`src/spnc_pkg.sv`:
```
package spnc_pkg;

  localparam int ROUND_COUNT = 31;
  localparam int RND_W       = 5;
  localparam int BLOCK_W     = 64;
  localparam int KEY_W       = 80;

  // register indexes of the configuration port
  localparam logic CFG_KEY_LOW  = 1'b0;
  localparam logic CFG_KEY_HIGH = 1'b1;

  typedef struct packed {
    logic [BLOCK_W-1:0] state;
    logic [KEY_W-1:0]   key;
  } spnc_stage_t;

  function automatic logic [3:0] sbox(input logic [3:0] x);
    logic [3:0] y;
    case (x)
      4'h0: y = 4'hC;
      4'h1: y = 4'h5;
      4'h2: y = 4'h6;
      4'h3: y = 4'hB;
      4'h4: y = 4'h9;
      4'h5: y = 4'h0;
      4'h6: y = 4'hA;
      4'h7: y = 4'hD;
      4'h8: y = 4'h3;
      4'h9: y = 4'hE;
      4'hA: y = 4'hF;
      4'hB: y = 4'h8;
      4'hC: y = 4'h4;
      4'hD: y = 4'h7;
      4'hE: y = 4'h1;
      4'hF: y = 4'h2;
      default: y = 4'h0;
    endcase
    return y;
  endfunction

  function automatic logic [BLOCK_W-1:0] sub_layer(input logic [BLOCK_W-1:0] s);
    logic [BLOCK_W-1:0] r;
    for (int n = 0; n < BLOCK_W / 4; n++) begin
      r[4*n +: 4] = sbox(s[4*n +: 4]);
    end
    return r;
  endfunction

  // bit i goes to 16*(i mod 4) + i/4
  function automatic logic [BLOCK_W-1:0] perm_layer(input logic [BLOCK_W-1:0] s);
    logic [BLOCK_W-1:0] r;
    for (int i = 0; i < BLOCK_W; i++) begin
      r[16 * (i % 4) + (i / 4)] = s[i];
    end
    return r;
  endfunction

  function automatic logic [BLOCK_W-1:0] round_key(input logic [KEY_W-1:0] k);
    return k[KEY_W-1 -: BLOCK_W];
  endfunction

  // rotate left by 61, top nibble through the S-box, round number into bits 19..15
  function automatic logic [KEY_W-1:0] next_key(input logic [KEY_W-1:0] k,
                                                input logic [RND_W-1:0] rnd);
    logic [KEY_W-1:0] r;
    r = {k[18:0], k[KEY_W-1:19]};
    r[KEY_W-1 -: 4] = sbox(r[KEY_W-1 -: 4]);
    r[19:15] = r[19:15] ^ rnd;
    return r;
  endfunction

endpackage

```
`src/spnc_round.sv`:
```
module spnc_round
  import spnc_pkg::*;
(
  input  logic              clk,
  input  logic              rst_n,
  input  logic [RND_W-1:0]  rnd,
  input  logic              in_valid,
  input  spnc_stage_t       in_stage,
  output logic              out_valid,
  output spnc_stage_t       out_stage
);

  logic        valid_r;
  spnc_stage_t stage_r;
  spnc_stage_t stage_nxt;

  always_comb begin
    stage_nxt.state = perm_layer(sub_layer(in_stage.state ^ round_key(in_stage.key)));
    stage_nxt.key   = next_key(in_stage.key, rnd);
  end

  always_ff @(posedge clk) begin
    if (!rst_n) begin
      valid_r <= 1'b0;
    end else begin
      valid_r <= in_valid;
    end
  end

  always_ff @(posedge clk) begin
    stage_r <= stage_nxt;
  end

  assign out_valid = valid_r;
  assign out_stage = stage_r;

endmodule

```
`config.mk`:
```
export PLATFORM = sky130hd
export DESIGN_NAME = spnc_round
export DESIGN_NICKNAME = d
export VERILOG_FILES = /design/src/spnc_pkg.sv /design/src/spnc_round.sv
export SDC_FILE = /design/constraint.sdc
export NUM_CORES = 1
export LEC_CHECK = 0
export BUFFER_PORTS_ARGS = -buffer_cell sky130_fd_sc_hd__buf_2
export CAP_MARGIN = 20
export CORE_MARGIN = 8
export CORE_UTILIZATION = 42
export DETAILED_ROUTE_END_ITERATION = 7
export PLACE_DENSITY = 0.81
export RECOVER_POWER = 50
export SYNTH_ARGS = -nofsm -noshare
export SYNTH_HDL_FRONTEND = slang
export SYNTH_SLANG_ARGS = --single-unit
export TNS_END_PERCENT = 10
```
`constraint.sdc`:
```
create_clock -name clk -period 1.78 [get_ports clk]
set_clock_uncertainty 0.2 [all_clocks]
set_input_delay 0.267 -clock clk [delete_from_list [all_inputs] [get_ports clk]]
set_output_delay 0.267 -clock clk [all_outputs]
set_load 0.02 [all_outputs]
```
==> flow_results.org <==
** Timing
- Final min period :: 1740 ps
- Number of slew-limit violations in the final report :: 0
- Based on the critical path, the design can be clocked at up to 0.573 GHz.
- In the finished design, the share of the clock period the worst path needs comes to 98.0%.
- Setup repair after global routing left no endpoint under its margin.
- Setup violations remaining at the end of the flow were counted as 0.
- Adding up every negative setup slack in the final design gives 0 ps.
- Worst-Margin Slew :: 460 ps
- The hold violation total from the final report was 0.
- Max-slew headroom at the worst pin :: 69.2%
- Post-Route Hold Slack :: 44.4 ps

** Synthesis
- In this run the mean area of a mapped cell was 12.7 µm².
- The synthesized design contains 0 enable-type register cells.
- Yosys printed 0 warnings.
- Seq cells post-synth :: 145
- Primary flip-flop cell chosen by synthesis mapping :: sky130_fd_sc_hd__dfxtp_1
- Synthesized net count :: 697
- Counting flops with an async set or reset pin after synthesis yields a share of 0%.
- Sequential elements use 46.6% of the synthesized area.
- The cell area that synthesis handed to floorplanning was 0.00623 mm².
- Number of cells produced by synthesis :: 492
- Synthesis instantiated 28 different standard cells from the library.

** Clock network
- TritonCTS built the clock tree.
- Clock Tree Buf Depth :: 2
- Count of clock tree sinks :: 145
- Clock transition at the register clock pins on the worst setup and hold paths after CTS :: 60 ps
- CTS H-tree depth :: 4
- Cell at the root of the clock tree :: sky130_fd_sc_hd__clkbuf_16
- Clock tree synthesis inserted a total of 17 buffers.

** Critical path
- The cell family contributing the most delay on the critical path is buffers and inverters.
- Worst setup startpoint :: in_stage[72]
- Kind of end point of the critical path :: flop
- Counting both buffers and inverters, the worst setup path holds a total of 2.
- Data arrives at the worst endpoint at 1830 ps.
- Cells along the critical path :: dlygate4sd3_1 > xor2_2 > buf_4 > ha_1 > mux4_2
- Data on the critical path is required at its endpoint by 1860 ps.
- Library cell contributing the largest single delay on the critical path :: sky130_fd_sc_hd__dlygate4sd3_1
- The critical path is of the in2reg type.
- Launching element type of the critical path :: input pin
- Worst-path maximum fanout :: 4
- The largest single stage delay on the critical path is 590 ps.

** Layout
- Registers take 0.00290 mm².
- Diodes inserted :: 0
- The filler cells instantiated in the layout total 1084.
- Area occupied by multi-input gates :: 0.00308 mm²
- Nets@finish :: 1163
- Leaving out filler cells and counting taps, the final layout contains 1154.
- In the final layout, the share of cells above drive strength 1 is 33.4%.
- Share of the core filled with cells in the final layout :: 67.1%
- Area added between synthesis and finish :: 56.7%

** GRT
- Maximum number of pins on one net before global-route repair :: 17
- For this run the aggregate overflow at the end of global routing stands at 0.
- The number of antenna violations at the first check in global routing came to 0.
- GRT Resource Usage Total :: 19.1%
- Wire length of the first global-routing pass :: 28100 µm
- The via count of the first global-routing pass was 5853.

** Placed design
- Port Buf Inserts :: 296
- After detailed placement, the design holds a cell count of 1041.
- Sum of net half-perimeters after detailed placement :: 13400 µm
- Final weighted congestion of routability-driven global placement :: 0.878

** Drt
- Detailed-route wire length :: 18700 µm
- Number of nets with antenna violations after routing :: 0
- Dividing the detail-routed wire length by the instance count gives 16.2 µm.
- In the routed design, unresolved DRC markers number 0.
- The first detailed-routing pass took 4 iterations.
- After detailed routing, the met2 layer carries 10100 µm of wire.
- Total via count in the routed design :: 5343
- The routed design uses 1990 µm of met3 wire.
- Uppermost layer routed :: met4
- Met1 layer wirelength in the final routing :: 6230 µm
- For this block, the initial DRC count from the detailed router was 120.
- Vias per cell :: 4.63

** Die
- In this run the horizontal extent of the chip is 138 µm.
- Initial core utilization :: 42.9%
- The die is 138 µm tall.
- The die covers 0.0190 mm².
- I/O Pins :: 297
- Core Area :: 0.0145 mm²
- Number of core rows :: 44

** Flow run
- The tool flagged a number of max-cap violations equal to 0.

** Power and ir drop
- Leakage power total :: 4.62 nW
- Worst voltage drop across the vdd grid :: 572 µV
- Pwr per Cell Area :: 1080 mW/mm²
- Power after layout :: 10.5 mW

** Run status
- The run finished with clean final reports.

** Min path
- Min-delay worst type :: in2reg
- The worst hold path begins at in_stage[15].
synth_stat cells, types with 9 or more instances:
cell | instances | area (µm²)
sky130_fd_sc_hd__xnor2_1 | 43 | 377
sky130_fd_sc_hd__ha_1 | 53 | 663
sky130_fd_sc_hd__mux2i_1 | 47 | 470
sky130_fd_sc_hd__xor2_1 | 22 | 193
sky130_fd_sc_hd__mux4_1 | 10 | 263
sky130_fd_sc_hd__mux4_2 | 9 | 203
sky130_fd_sc_hd__o21ai_0 | 18 | 90.1
sky130_fd_sc_hd__xor2_2 | 15 | 244
sky130_fd_sc_hd__nand3_1 | 15 | 75.1
sky130_fd_sc_hd__o211ai_1 | 14 | 105
sky130_fd_sc_hd__inv_1 | 65 | 244
sky130_fd_sc_hd__o221a_2 | 14 | 158
sky130_fd_sc_hd__dfxtp_1 | 145 | 2900
power by group:
group	total, mW	switching [mW]	internal [mW]
logic	3.01	1.68	1.32
registers	3.83	0.119	3.71
clock network	3.68	1.33	2.35
cell usage in the layout (no fill, tap or decap), types with 9 or more instances in the layout:
master                          count
sky130_fd_sc_hd__buf_2            178
sky130_fd_sc_hd__dfxtp_1          145
sky130_fd_sc_hd__clkbuf_1         121
sky130_fd_sc_hd__dlygate4sd3_1     83
sky130_fd_sc_hd__buf_4             69
sky130_fd_sc_hd__inv_1             65
sky130_fd_sc_hd__ha_1              53
sky130_fd_sc_hd__mux2i_1           47
sky130_fd_sc_hd__xnor2_1           42
sky130_fd_sc_hd__xor2_1            21
sky130_fd_sc_hd__o21ai_0           18
sky130_fd_sc_hd__clkbuf_16         17
sky130_fd_sc_hd__xor2_2            16
sky130_fd_sc_hd__nand3_1           15
sky130_fd_sc_hd__o221a_2           14
sky130_fd_sc_hd__o211ai_1          14
sky130_fd_sc_hd__mux4_1            10
sky130_fd_sc_hd__mux4_2             9
metal layers:
metal | vias up | global-route usage, %
li1 | 2623 | -
met1 | 2486 | 17.2
met2 | 200 | 36.8
met3 | 34 | 7.88
met4 | 0 | 7.46
met5 | - | 0
registers in the layout, indices dropped and copies added (netlist names):
signal     cells
out_stage    144
out_valid      1
cells by family (layout without fill, tap and decap cells):
kind of cell,count (synthesis),count (layout),synth area share [%]
compound gates,51,51,6.37
xor+xnor,87,87,15.2
fa+ha+maj,53,53,10.6
buf+inv,67,545,4.18
flops,145,145,46.6
mux,67,67,15.2
simple gates,22,22,1.77
what timing repair did:
item | 4_1_cts | 5_1_grt
resized for setup | 0 | 1
buffers inserted | 0 | 0
setup endpoints to repair | 0 | 2
hold buffers | 83 | 0
endpoints found under the hold margin | 77 | 0
per-stage QoR:
step	setup WS, ps	instance area [µm²]
2_1_floorplan	48.6	6240
3_3_place_gp	-57.2	8470
3_5_place_dp	-139	8470
4_1_cts	0.381	9910
5_1_grt	4.24	9760
6_report	35.3	9760
worst paths after layout:
check | end | depth (start not counted)
max | out_stage[126] | 5
min | out_stage[77] | 2
cell type report:
type	instances	area share, %
clock buffers	23	5.00
clock inverters	8	1.29
inverters	65	2.50
multi-input cells	280	31.6
flip-flops and latches	145	29.7
well taps	184	2.36
repair buffers	449	27.5
Power figures use the tool's default switching activity.
